`config.mk`:
```
export PLATFORM = sky130hd
export DESIGN_NAME = vstk_ctrl
export DESIGN_NICKNAME = d
export VERILOG_FILES = /design/src/rtl/core/vstk_pkg.sv /design/src/rtl/core/vstk_ctrl.sv
export SDC_FILE = /design/constraint.sdc
export NUM_CORES = 1
export LEC_CHECK = 0
export BUFFER_PORTS_ARGS = -buffer_cell sky130_fd_sc_hd__buf_2
export CORE_AREA = 3 3 40 42
export CTS_BUF_LIST = sky130_fd_sc_hd__clkbuf_8 sky130_fd_sc_hd__clkbuf_16
export DETAILED_ROUTE_END_ITERATION = 7
export DIE_AREA = 0 0 43 45
export GPL_TIMING_DRIVEN = 0
export PLACE_DENSITY = 0.69
export SETUP_SLACK_MARGIN = 0.2
export SYNTH_ARGS = -nofsm -noshare
export SYNTH_HDL_FRONTEND = slang
export SYNTH_SLANG_ARGS = --single-unit
```
`constraint.sdc`:
```
create_clock -name i_clk -period 1.93 [get_ports i_clk]
set_clock_uncertainty 0.05 [all_clocks]
set_input_delay 0.2895 -clock i_clk [delete_from_list [all_inputs] [get_ports i_clk]]
set_output_delay 0.2895 -clock i_clk [all_outputs]
set_load 0.01 [all_outputs]
```
`src/rtl/core/vstk_pkg.sv`:
```
// ----------------------------------------------------------------------------
// vstk_pkg
// Shared types and codes for the value stack: request and response payloads,
// operation and status codes, and the controller/datapath command bundles.
// ----------------------------------------------------------------------------
`default_nettype none

package vstk_pkg;

    // Field widths of the request and response payloads
    localparam int VAL_W    = 64;
    localparam int ARG_W    = 7;
    localparam int CMD_W    = 2;
    localparam int DEPTH_W  = 7;
    localparam int STATUS_W = 2;

    // Operation codes
    localparam logic [CMD_W-1:0] CMD_PUSH   = 2'd0;
    localparam logic [CMD_W-1:0] CMD_DUP    = 2'd1;
    localparam logic [CMD_W-1:0] CMD_DROP   = 2'd2;
    localparam logic [CMD_W-1:0] CMD_ROTATE = 2'd3;

    // Status codes
    localparam logic [STATUS_W-1:0] ST_OK       = 2'd0;
    localparam logic [STATUS_W-1:0] ST_OVERFLOW = 2'd1;
    localparam logic [STATUS_W-1:0] ST_BADARG   = 2'd2;

    // Move engine modes
    localparam logic [1:0] MODE_DROP = 2'd0;  // store to store, closing the gap
    localparam logic [1:0] MODE_ROTA = 2'd1;  // store window to scratch, rotated
    localparam logic [1:0] MODE_ROTB = 2'd2;  // scratch back to store window

    typedef struct packed {
        logic [CMD_W-1:0] cmd;
        logic [VAL_W-1:0] push_value;
        logic [ARG_W-1:0] count;
        logic [ARG_W-1:0] offset;
    } t_in_req;

    typedef struct packed {
        logic [VAL_W-1:0]    top_value;
        logic [DEPTH_W-1:0]  depth;
        logic [STATUS_W-1:0] status;
    } t_out_rsp;

    // Controller to datapath
    typedef struct packed {
        logic       load;
        logic       check;
        logic       push_wr;
        logic       dup_wr;
        logic       pass_start;
        logic       run;
        logic [1:0] mode;
        logic       drop_commit;
        logic       fetch;
        logic       top_load;
    } t_ctl_cmd;

    // Datapath to controller
    typedef struct packed {
        logic [CMD_W-1:0] cmd;
        logic             bad;
        logic             ovf;
        logic             nop;
        logic             move_done;
    } t_dp_stat;

endpackage

`default_nettype wire

```
`src/rtl/core/vstk_ctrl.sv`:
```
// ----------------------------------------------------------------------------
// vstk_ctrl
// Controller for the value stack: sequences check, write, move passes, top
// fetch and response for one request at a time.
// ----------------------------------------------------------------------------
`default_nettype none

module vstk_ctrl (
    input  wire logic                i_clk,
    input  wire logic                i_rst_n,
    input  wire logic                i_in_valid,
    output      logic                o_in_ready,
    output      logic                o_out_valid,
    input  wire logic                i_out_ready,
    input  wire vstk_pkg::t_dp_stat  i_stat,
    output      vstk_pkg::t_ctl_cmd  o_cmd
);
    import vstk_pkg::*;

    localparam logic [3:0] S_IDLE   = 4'd0;
    localparam logic [3:0] S_CHECK  = 4'd1;
    localparam logic [3:0] S_DUP_WR = 4'd2;
    localparam logic [3:0] S_DROP   = 4'd3;
    localparam logic [3:0] S_ROTA   = 4'd4;
    localparam logic [3:0] S_ROTB   = 4'd5;
    localparam logic [3:0] S_FETCH  = 4'd6;
    localparam logic [3:0] S_FWAIT  = 4'd7;
    localparam logic [3:0] S_RESP   = 4'd8;

    logic [3:0] r_state;
    logic [3:0] n_state;

    // Next state and command decode
    always_comb begin
        n_state     = r_state;
        o_cmd       = '0;
        o_in_ready  = 1'b0;
        o_out_valid = 1'b0;
        case (r_state)
            S_IDLE: begin
                o_in_ready = 1'b1;
                if (i_in_valid) begin
                    o_cmd.load = 1'b1;
                    n_state    = S_CHECK;
                end
            end
            S_CHECK: begin
                o_cmd.check = 1'b1;
                if (i_stat.bad || i_stat.ovf || i_stat.nop) begin
                    n_state = S_RESP;
                end else begin
                    case (i_stat.cmd)
                        CMD_PUSH: begin
                            o_cmd.push_wr = 1'b1;
                            n_state       = S_RESP;
                        end
                        CMD_DUP: begin
                            n_state = S_DUP_WR;
                        end
                        CMD_DROP: begin
                            o_cmd.pass_start = 1'b1;
                            n_state          = S_DROP;
                        end
                        default: begin
                            o_cmd.pass_start = 1'b1;
                            n_state          = S_ROTA;
                        end
                    endcase
                end
            end
            S_DUP_WR: begin
                o_cmd.dup_wr = 1'b1;
                n_state      = S_RESP;
            end
            S_DROP: begin
                o_cmd.run  = 1'b1;
                o_cmd.mode = MODE_DROP;
                if (i_stat.move_done) begin
                    o_cmd.drop_commit = 1'b1;
                    n_state           = S_FETCH;
                end
            end
            S_ROTA: begin
                o_cmd.run  = 1'b1;
                o_cmd.mode = MODE_ROTA;
                if (i_stat.move_done) begin
                    o_cmd.pass_start = 1'b1;
                    n_state          = S_ROTB;
                end
            end
            S_ROTB: begin
                o_cmd.run  = 1'b1;
                o_cmd.mode = MODE_ROTB;
                if (i_stat.move_done) begin
                    n_state = S_FETCH;
                end
            end
            S_FETCH: begin
                o_cmd.fetch = 1'b1;
                n_state     = S_FWAIT;
            end
            S_FWAIT: begin
                o_cmd.top_load = 1'b1;
                n_state        = S_RESP;
            end
            S_RESP: begin
                o_out_valid = 1'b1;
                if (i_out_ready) begin
                    n_state = S_IDLE;
                end
            end
            default: begin
                n_state = S_IDLE;
            end
        endcase
    end

    // State register
    always_ff @(posedge i_clk) begin
        if (!i_rst_n) begin
            r_state <= S_IDLE;
        end else begin
            r_state <= n_state;
        end
    end

endmodule

`default_nettype wire

```
==> run_results.csv, run 1 <==
group,metric,value,unit
grt,grt_start_max_net_pins,11,
power_and_ir_drop,power.combinational.fraction,36.5,%
yosys,synth.ff_latch_count,4,
power_and_ir_drop,power.switching,0.1275,mW
worst_setup_path,cp_data_required_time,1.59,ns
final_layout,final_net_count,112,
run_status,failed_checks,"DRC",
power_and_ir_drop,fin_total_pwr,0.4270,mW
timing,layout_setup_ws,0.2029,ns
timing,timing.hold.ws,0.2781,ns
yosys,async_reset_ff_share,0,%
floorplan,std_cell_rows,13,
min_path,min-delay-path-class,"in2reg",
grt,first_pass_grt_wire_length,2076,µm
yosys,synth.net_count,79,
drt,detail_route.drc_violations,2,
timing,final_max_slew_viol_count,0,
yosys,synth_top_family_by_area,"simple AND/OR/NAND/NOR gates",
placement,routabilityCongestion,0.7967,
floorplan,num_io_pins,23,
drt,wl_per_cell,12.14,µm
yosys,synth.top_cells.by_area,"sky130_fd_sc_hd__dfxtp_1, sky130_fd_sc_hd__ha_1, sky130_fd_sc_hd__inv_1, sky130_fd_sc_hd__buf_6, sky130_fd_sc_hd__nor2_1",
yosys,synth.yosys.seq_area_share,15.17,%
cts,clock_net_sink_count,4,
yosys,number_of_synthesized_flops_with_an_enable_pin,0,
power_and_ir_drop,leakagePower,0.4169,nW
cts,insertion_delay,0.22,ns
timing,fin_crit_sh,89.49,%
yosys,synth-xor-area-share,1.659,%
drt,first_iter_violations,5,
cts,tritoncts,"done",
yosys,yosys.area_share.adder,9.479,%
grt,antenna_found_initial,0,
worst_setup_path,path_class,"reg2out",
yosys,syn-cell-area,528.0,µm²
yosys,yosys_warnings,0,
timing,setup-violations-final,0,
drt,antenna_violating_nets_post_route,0,
timing,max_clock_freq,579.0,MHz
power_and_ir_drop,seq_power_share,22.4,%
min_path,hold_critical_path_depth,2,
final_layout,post_route_cells_drive_above_1_share,50.00,%
final_layout,registers.top_by_ff_count,"r_state",
worst_setup_path,worst-endpoint-arrival,1.39,ns
final_layout,biggestRegsByFlops,"r_state x4",
cts,cts_made_buffers,3,
grt,grt_pass1_vias,483,
yosys,post_synthesis_cell_type_with_the_largest_combined_area,"sky130_fd_sc_hd__dfxtp_1",
placement,dp_hpwl,1010,µm
worst_setup_path,worst_path_largest_cell_delay,0.31,ns
placement,buffer_ports.inserted,22,
floorplan,fp.dieArea,1935,µm²
floorplan,die-height,45,µm
drt,drt_pass1_iterations,6,
worst_setup_path,critical_path.endpoint_type,"output port",
yosys,syn_avg_cell_area,8.123,µm²
cts,cts-htree-levels,1,
run_status,outcome,"finished, violations left",
worst_setup_path,ff2ff_setup_slack,0.34,ns
yosys,synth.mux.area_fraction,0,%
final_layout,final_cell_count_no_fill,111,
cts,root_buffer,"sky130_fd_sc_hd__clkbuf_8",
timing,timing.max_slew.rel_slack,75.19,%
timing,finalHoldViolCount,0,
timing,post-route-min-period,1.727,ns
final_layout,layout-area-overhead-vs-synth,48.58,%
final_layout,postLayoutCoreUtil,61.05,%
grt,grt.total_usage,13.89,%
worst_setup_path,slowest_stage,"sky130_fd_sc_hd__dfxtp_1",
drt,routed-via-count,583,
yosys,post_synth_num_cell_types,31,
final_layout,largest_register_ff_count,4,
placement,dpl_worst_slack,0.3718,ns
final_layout,mostFrequentLayoutCells,"sky130_fd_sc_hd__buf_2, sky130_fd_sc_hd__inv_1, sky130_fd_sc_hd__nor2_1",
yosys,syn-instance-count,65,
floorplan,core_area,1285,µm²
timing,grt_setup_unrepaired,"true",
final_layout,stdcell_area,784.5,µm²
yosys,postSynth.topFlopCell,"sky130_fd_sc_hd__dfxtp_1",
flow_run,max_cap_violations,0,
power_and_ir_drop,power.internal,0.2995,mW
power_and_ir_drop,vdd_ir_max,0.3307,mV
worst_setup_path,worst-path-max-fanout,3,
floorplan,horizontal_extent_of_the_die,43,µm
worst_setup_path,worst_setup_path_start_kind,"register",
timing,tightest_slew,0.3628,ns
placement,place_inst,102,
yosys,post-synth-top-area-fraction,15.17,%
floorplan,initial_utilization,41.09,%
yosys,compound_cell_area_share_of_the_yosys_netlist,24.64,%
final_layout,n_antenna_cell,0,
worst_setup_path,r2r_cells,5,
power_and_ir_drop,powerDensity,544.3,nW/µm²
timing,post_route_setup_tns,0,ns
yosys,yosys.area_share.simple,33.65,%
final_layout,layout_commonest_cell,"sky130_fd_sc_hd__buf_2",
worst_setup_path,path_cells,"buf_6, nor4b_4, and2_4, a22o_1, buf_2",
grt,grt-ovfl-total,0,
drt,route.final.wire_length,1347,µm
cts,cts.clk_slew.worst_paths,0.03,ns
power_and_ir_drop,power.clock.fraction,41.1,%
drt,detail_route.vias_per_cell,5.252,
power_and_ir_drop,switching_share,29.86,%
cts,cts_max_path_buffers,2,
final_layout,fill_cells,113,
placement,placedInstanceArea,656.9,µm²
[cell usage after synthesis, types with 2 or more instances]
library cell / number
sky130_fd_sc_hd__inv_1: 9
sky130_fd_sc_hd__a21oi_2: 2
sky130_fd_sc_hd__nand3_1: 3
sky130_fd_sc_hd__and2_1: 2
sky130_fd_sc_hd__dfxtp_1: 4
sky130_fd_sc_hd__nor2_1: 7
sky130_fd_sc_hd__o32ai_1: 2
sky130_fd_sc_hd__ha_1: 4
sky130_fd_sc_hd__buf_6: 3
sky130_fd_sc_hd__nand2_1: 6
sky130_fd_sc_hd__a21oi_1: 2
sky130_fd_sc_hd__a211o_1: 2
[critical path: cells and delay by family (launching register included)]
family	cells	cell delay [ns]
simple gates	2	0.50
flops	1	0.31
compound gates	1	0.11
buf+inv	2	0.25
[layout make-up]
| type | count | area [µm²] | share of cell area (%) |
|---|---|---|---|
| Multi-Input combinational cell | 48 | 391.6 | 49.92 |
| Timing Repair Buffer | 28 | 171.4 | 21.85 |
| Sequential cell | 4 | 80.08 | 10.21 |
| Buffer | 4 | 47.55 | 6.061 |
| Clock buffer | 3 | 41.29 | 5.263 |
| Inverter | 9 | 33.78 | 4.306 |
| Tap cell | 15 | 18.77 | 2.392 |
[power by group through the flow]
stage / Sequential, mW / Clock [mW] / Combinational, mW
floorplan: 0.0952 / 0 / 0.0947
global placement: 0.0964 / 0 / 0.134
detailed placement: 0.0968 / 0 / 0.135
CTS: 0.0957 / 0.176 / 0.141
global route: 0.0971 / 0.184 / 0.171
finish: 0.0958 / 0.175 / 0.156
[per-layer routing]
metal	share of wire, %	global-route usage [%]
met5	0	0
met4	1.9	5.422
met3	5.0	1.195
met2	48	23.65
met1	45	18.27
[cells by family (layout without fill, tap and decap cells)]
logic type               after synthesis  count (layout)
AND/OR/NAND/NOR                       28              28
buffers and inverters                 13              44
flip-flops                             4               4
AO/OA/AOI/OAI                         15              15
XOR/XNOR                               1               1
adder cells (fa/ha/maj)                4               4
[path summary, 6_finish.rpt]
check | from | to
worst max-delay path | r_state[2] | o_cmd[6]
worst min-delay path | i_out_ready | r_state[3]
worst max register to register | r_state[1] | r_state[2]
worst min register to register | r_state[1] | r_state[1]
[repair_timing]
item / 4_1_cts / 5_1_grt
setup endpoints to repair: 1 / 4
hold buffers: 0 / 0
cloned: 0 / 0
setup buffers: 2 / 4
resized for setup: 1 / 5
pin swaps: 3 / 5
No activity file was read; power rests on OpenSTA's default activity.
==> run 2: changes to the inputs <==
Settings changed: CELL_PAD_IN_SITES_DETAIL_PLACEMENT set to 1, CELL_PAD_IN_SITES_GLOBAL_PLACEMENT set to 2, CORE_AREA 3 3 40 42 to not set, CORE_MARGIN set to 3, CORE_UTILIZATION set to 24, DIE_AREA 0 0 43 45 to not set, PLACE_DENSITY 0.69 to not set, PLACE_DENSITY_LB_ADDON set to 0.1.
==> run 2 against run 1 <==
Effect of this change: the flow now finishes without violations; utilization fell by 24 points; critical path depth did not move; maximum frequency rose by 0.14%; sequential share of layout area rose by 0.51 points; cell count rose by 8.1%; sequential power fell by 0.5%; global-route usage fell by 3.3 points; clock-buffer cell count did not move; register-to-register slack got worse by 0.05 ns; non-clock buffer count fell by 3; critical path type unchanged; critical endpoint unchanged; largest cell class unchanged.
==> run_results.csv, run 2 (same netlist as run 1, synthesis figures left out) <==
group,metric,value,unit
run_status,outcome,"finished clean",
placement,dp_hpwl,1162,µm
timing,finalHoldViolCount,0,
floorplan,num_io_pins,23,
final_layout,registers.top_by_ff_count,"r_state",
drt,first_iter_violations,2,
floorplan,die-height,52.91,µm
cts,cts.clk_slew.worst_paths,0.03,ns
cts,tritoncts,"done",
worst_setup_path,cp_data_required_time,1.59,ns
final_layout,stdcell_area,747.0,µm²
timing,post_route_setup_tns,0,ns
timing,tightest_slew,0.3935,ns
final_layout,layout_commonest_cell,"sky130_fd_sc_hd__buf_2",
timing,setup-violations-final,0,
grt,grt-ovfl-total,0,
final_layout,mostFrequentLayoutCells,"sky130_fd_sc_hd__buf_2, sky130_fd_sc_hd__inv_1, sky130_fd_sc_hd__nand2_1, sky130_fd_sc_hd__nor2_1",
worst_setup_path,worst_path_largest_cell_delay,0.41,ns
drt,wl_per_cell,11.96,µm
worst_setup_path,ff2ff_setup_slack,0.29,ns
floorplan,horizontal_extent_of_the_die,52.91,µm
cts,insertion_delay,0.21,ns
placement,dpl_worst_slack,0.3637,ns
timing,grt_setup_unrepaired,"true",
drt,antenna_violating_nets_post_route,0,
grt,antenna_found_initial,0,
cts,root_buffer,"sky130_fd_sc_hd__clkbuf_8",
timing,timing.max_slew.rel_slack,73.09,%
power_and_ir_drop,leakagePower,0.3942,nW
flow_run,max_cap_violations,0,
placement,placedInstanceArea,671.9,µm²
grt,grtUsageMet2,17.36,%
floorplan,core_area,2022,µm²
timing,post-route-min-period,1.725,ns
worst_setup_path,worst-path-max-fanout,9,
drt,detail_route.drc_violations,0,
min_path,min-delay-path-class,"in2reg",
grt,grt.total_usage,10.59,%
final_layout,largest_register_ff_count,4,
worst_setup_path,path_cells,"buf_6, or3b_4, nor2_4, a22o_1, buf_2",
cts,cts_made_buffers,3,
drt,detail_route.vias_per_cell,4.533,
drt,routed-via-count,544,
worst_setup_path,path_class,"reg2out",
grt,grt_pass1_vias,495,
final_layout,final_net_count,109,
cts,cts_max_path_buffers,2,
final_layout,n_antenna_cell,0,
placement,routabilityCongestion,0.7313,
timing,max_clock_freq,579.8,MHz
grt,first_pass_grt_wire_length,2263,µm
cts,clock_net_sink_count,4,
power_and_ir_drop,vdd_ir_max,0.2536,mV
timing,fin_crit_sh,89.37,%
grt,grtUsageMet1,15.35,%
final_layout,layout-area-overhead-vs-synth,41.47,%
timing,layout_setup_ws,0.2053,ns
floorplan,std_cell_rows,16,
timing,final_max_slew_viol_count,0,
worst_setup_path,slowest_stage,"sky130_fd_sc_hd__or3b_4",
grt,grt_start_max_net_pins,11,
final_layout,post_route_cells_drive_above_1_share,46.24,%
worst_setup_path,worst-endpoint-arrival,1.39,ns
grt,grt_util_met3,0,%
floorplan,initial_utilization,26.11,%
grt,busiest_layer,"met2",
worst_setup_path,worst_setup_path_start_kind,"register",
final_layout,biggestRegsByFlops,"r_state x4",
placement,buffer_ports.inserted,22,
power_and_ir_drop,powerDensity,547.3,nW/µm²
cts,cts-htree-levels,1,
floorplan,fp.dieArea,2799,µm²
drt,drt_pass1_iterations,4,
drt,route.final.wire_length,1435,µm
worst_setup_path,critical_path.endpoint_type,"output port",
[run 2: changes by cell type in the layout (fill, tap and decap cells not counted)]
cell / before / now
sky130_fd_sc_hd__buf_12: 1 / 0
sky130_fd_sc_hd__nor4_4: 1 / 0
sky130_fd_sc_hd__nand2_2: 1 / 0
sky130_fd_sc_hd__buf_4: 4 / 2
sky130_fd_sc_hd__nand2_1: 5 / 6
sky130_fd_sc_hd__nor4_1: 0 / 1
[run 2: final timing paths]
kind | from | cells after the start | end
worst max-delay path | r_state[3] | 5 | o_cmd[6]
worst min-delay path | i_out_ready | 2 | r_state[3]
worst max register to register | r_state[3] | 6 | r_state[2]
worst min register to register | r_state[3] | 3 | r_state[3]
[run 2: metal layers]
layer,wire [µm],vias up
li1,-,286
met1,735,240
met2,617,18
met3,83,0
met4,0,0
met5,0,-
[run 2: layout make-up]
type	instances	area (µm²)
Buffer	4	47.55
Clock buffer	3	41.29
Fill cell	272	1275
Inverter	9	33.78
Multi-Input combinational cell	48	374.1
Sequential cell	4	80.08
Tap cell	27	33.78
Timing Repair Buffer	25	136.4
[run 2: stage by stage]
stage                     util [%]  hold slack (ns)  cells  total power [mW]
after floorplan                  -           0.3568     65            0.1899
after global placement       33.23           0.4780    114            0.2370
after detailed placement     33.23           0.4719    114            0.2355
after CTS                    35.77           0.2502    118            0.4081
after global routing         36.94           0.2586    120            0.4313
final                        36.94           0.2502    120            0.4088
[run 2: what timing repair did]
item,CTS,global route
resized for setup,1,2
setup endpoints to repair,1,3
hold buffers,0,0
pin swaps,2,2
buffers inserted,1,2
[run 2: power by group]
part | switching [mW] | total, mW | internal, mW
combinational | 0.0753 | 0.145 | 0.0695
clock | 0.0364 | 0.169 | 0.132
sequential | 0.00581 | 0.0953 | 0.0895
[run 2: worst max-delay path, delay by kind of cell, from the launching register on]
kind	cells	cell delay [ns]
buf+inv	2	0.25
compound gates	1	0.13
flops	1	0.29
simple gates	2	0.50
==> run 3: changes to the inputs <==
--- a/config.mk
+++ b/config.mk
@@ -16,2 +16,3 @@
 export PLACE_DENSITY_LB_ADDON = 0.1
+export REMOVE_ABC_BUFFERS = 1
 export SETUP_SLACK_MARGIN = 0.2
--- a/constraint.sdc
+++ b/constraint.sdc
@@ -4,2 +4,2 @@
 set_output_delay 0.2895 -clock i_clk [all_outputs]
-set_load 0.01 [all_outputs]
+set_load 0.02 [all_outputs]
==> run 3 against run 2 <==
Effect of this change: worst setup slack better by 0.010 ns; cell count is 0.83% lower; design area is 1.0% higher; flip-flop and latch count stayed put; first-iteration DRC count grew to 3.0 times the previous value; global-route usage is 0.58 points higher; critical path depth is 1 lower; sequential share of layout area is 1.9 points higher; die area stayed put; power is 0.25% higher; hold slack worse by 0.016 ns.
==> run_results.csv, run 3 (same netlist as run 1, synthesis figures left out) <==
group,metric,value,unit
grt,grt.total_usage,11.17,%
grt,grt-ovfl-total,0,
power_and_ir_drop,powerDensity,543.2,nW/µm²
cts,cts.clk_slew.worst_paths,0.03,ns
drt,first_iter_violations,6,
final_layout,post_route_cells_drive_above_1_share,51.09,%
floorplan,fp.dieArea,2799,µm²
floorplan,horizontal_extent_of_the_die,52.91,µm
worst_setup_path,worst-path-max-fanout,8,
worst_setup_path,path_class,"reg2out",
drt,route.final.wire_length,1407,µm
cts,cts_max_path_buffers,2,
cts,tritoncts,"done",
timing,timing.max_slew.rel_slack,67.53,%
worst_setup_path,worst_setup_path_start_kind,"register",
grt,antenna_found_initial,0,
drt,drt_pass1_iterations,3,
power_and_ir_drop,fin_total_pwr,0.4098,mW
timing,grt_setup_unrepaired,"true",
grt,grt_start_max_net_pins,15,
timing,fin_crit_sh,88.85,%
final_layout,largest_register_ff_count,4,
placement,dpl_worst_slack,0.08191,ns
worst_setup_path,worst-endpoint-arrival,1.38,ns
timing,setup-violations-final,0,
drt,routed-via-count,547,
final_layout,registers.top_by_ff_count,"r_state",
placement,routabilityCongestion,0.7016,
placement,dp_hpwl,1087,µm
power_and_ir_drop,vdd_ir_max,0.4058,mV
timing,tightest_slew,0.4748,ns
cts,cts-htree-levels,1,
timing,max_clock_freq,583.2,MHz
final_layout,n_antenna_cell,0,
placement,buffer_ports.inserted,22,
cts,cts_made_buffers,3,
timing,final_max_slew_viol_count,0,
timing,finalHoldViolCount,0,
grt,grt_pass1_vias,489,
cts,cts_hold_buffers,0,
final_layout,layout-area-overhead-vs-synth,42.89,%
worst_setup_path,cp_data_required_time,1.59,ns
final_layout,layout_commonest_cell,"sky130_fd_sc_hd__buf_2",
timing,timing.hold.ws,0.2339,ns
grt,first_pass_grt_wire_length,2283,µm
min_path,min-delay-path-class,"in2reg",
cts,root_buffer,"sky130_fd_sc_hd__clkbuf_8",
timing,post-route-min-period,1.715,ns
flow_run,max_cap_violations,0,
cts,clock_net_sink_count,4,
floorplan,std_cell_rows,16,
drt,detail_route.drc_violations,0,
power_and_ir_drop,leakagePower,0.3867,nW
final_layout,final_net_count,108,
final_layout,postLayoutCoreUtil,37.31,%
drt,detail_route.vias_per_cell,4.597,
floorplan,initial_utilization,26.11,%
worst_setup_path,ff2ff_setup_slack,0.34,ns
final_layout,mostFrequentLayoutCells,"sky130_fd_sc_hd__buf_2, sky130_fd_sc_hd__inv_1, sky130_fd_sc_hd__nand2_1, sky130_fd_sc_hd__buf_4, sky130_fd_sc_hd__nor2_1",
worst_setup_path,critical_path.endpoint_type,"output port",
run_status,outcome,"finished clean",
drt,antenna_violating_nets_post_route,0,
timing,layout_setup_ws,0.2153,ns
cts,insertion_delay,0.22,ns
floorplan,num_io_pins,23,
floorplan,die-height,52.91,µm
drt,wl_per_cell,11.82,µm
final_layout,biggestRegsByFlops,"r_state x4",
floorplan,core_area,2022,µm²
[run 3: changes by cell type in the layout (fill, tap and decap cells not counted), sizes merged]
cell,previous run,this run
clkbuf,4,3
[run 3: repair_timing]
action                                  CTS  global route
pin swaps                                 1             2
gates resized for setup                  10             7
endpoints found under the setup margin   10             4
buffers inserted                          6             0
cloned                                    0             0
[run 3: metal layers]
layer	up-vias	global-route usage, %	share of wire, %
met2	10	16.32	45
li1	282	-	-
met5	-	0	0
met3	0	2.535	4.5
met1	255	15.82	50
met4	0	3.830	0
[run 3: final timing paths]
kind / start / to / depth (start not counted)
hold / removal: i_out_ready / r_state[3] / 2
hold reg to reg: r_state[3] / r_state[3] / 2
setup / recovery: r_state[1] / o_cmd[6] / 4
setup reg to reg: r_state[1] / r_state[2] / 5
[run 3: critical path, stage by stage, from the launching register on]
cell	delay, ns
sky130_fd_sc_hd__dfxtp_4	0.37
sky130_fd_sc_hd__or3b_4	0.43
sky130_fd_sc_hd__nor2_4	0.10
sky130_fd_sc_hd__a22o_1	0.15
sky130_fd_sc_hd__buf_6	0.12
[run 3: area by class of cell]
type                            instances  area [µm²]
Sequential cell                         4       95.09
Multi-Input combinational cell         48       376.6
Clock buffer                            3       41.29
Fill cell                             253        1267
Timing Repair Buffer                   28       173.9
Inverter                                9       33.78
Tap cell                               27       33.78
[run 3: power by group]
part           switching (mW)  internal, mW  leakage [nW]
clock network          0.0430         0.133        0.0216
registers              0.0217        0.0888        0.0356
logic                  0.0680        0.0554         0.330
total                   0.133         0.277         0.387
[run 3: through the flow]
step                cell area, µm²  cells  setup TNS, ns
global route                 754.5    119              0
floorplan                    480.5     61       -0.02003
detailed placement           624.3    110              0
CTS                          730.7    119              0
global placement             624.3    110              0
finish                       754.5    119              0
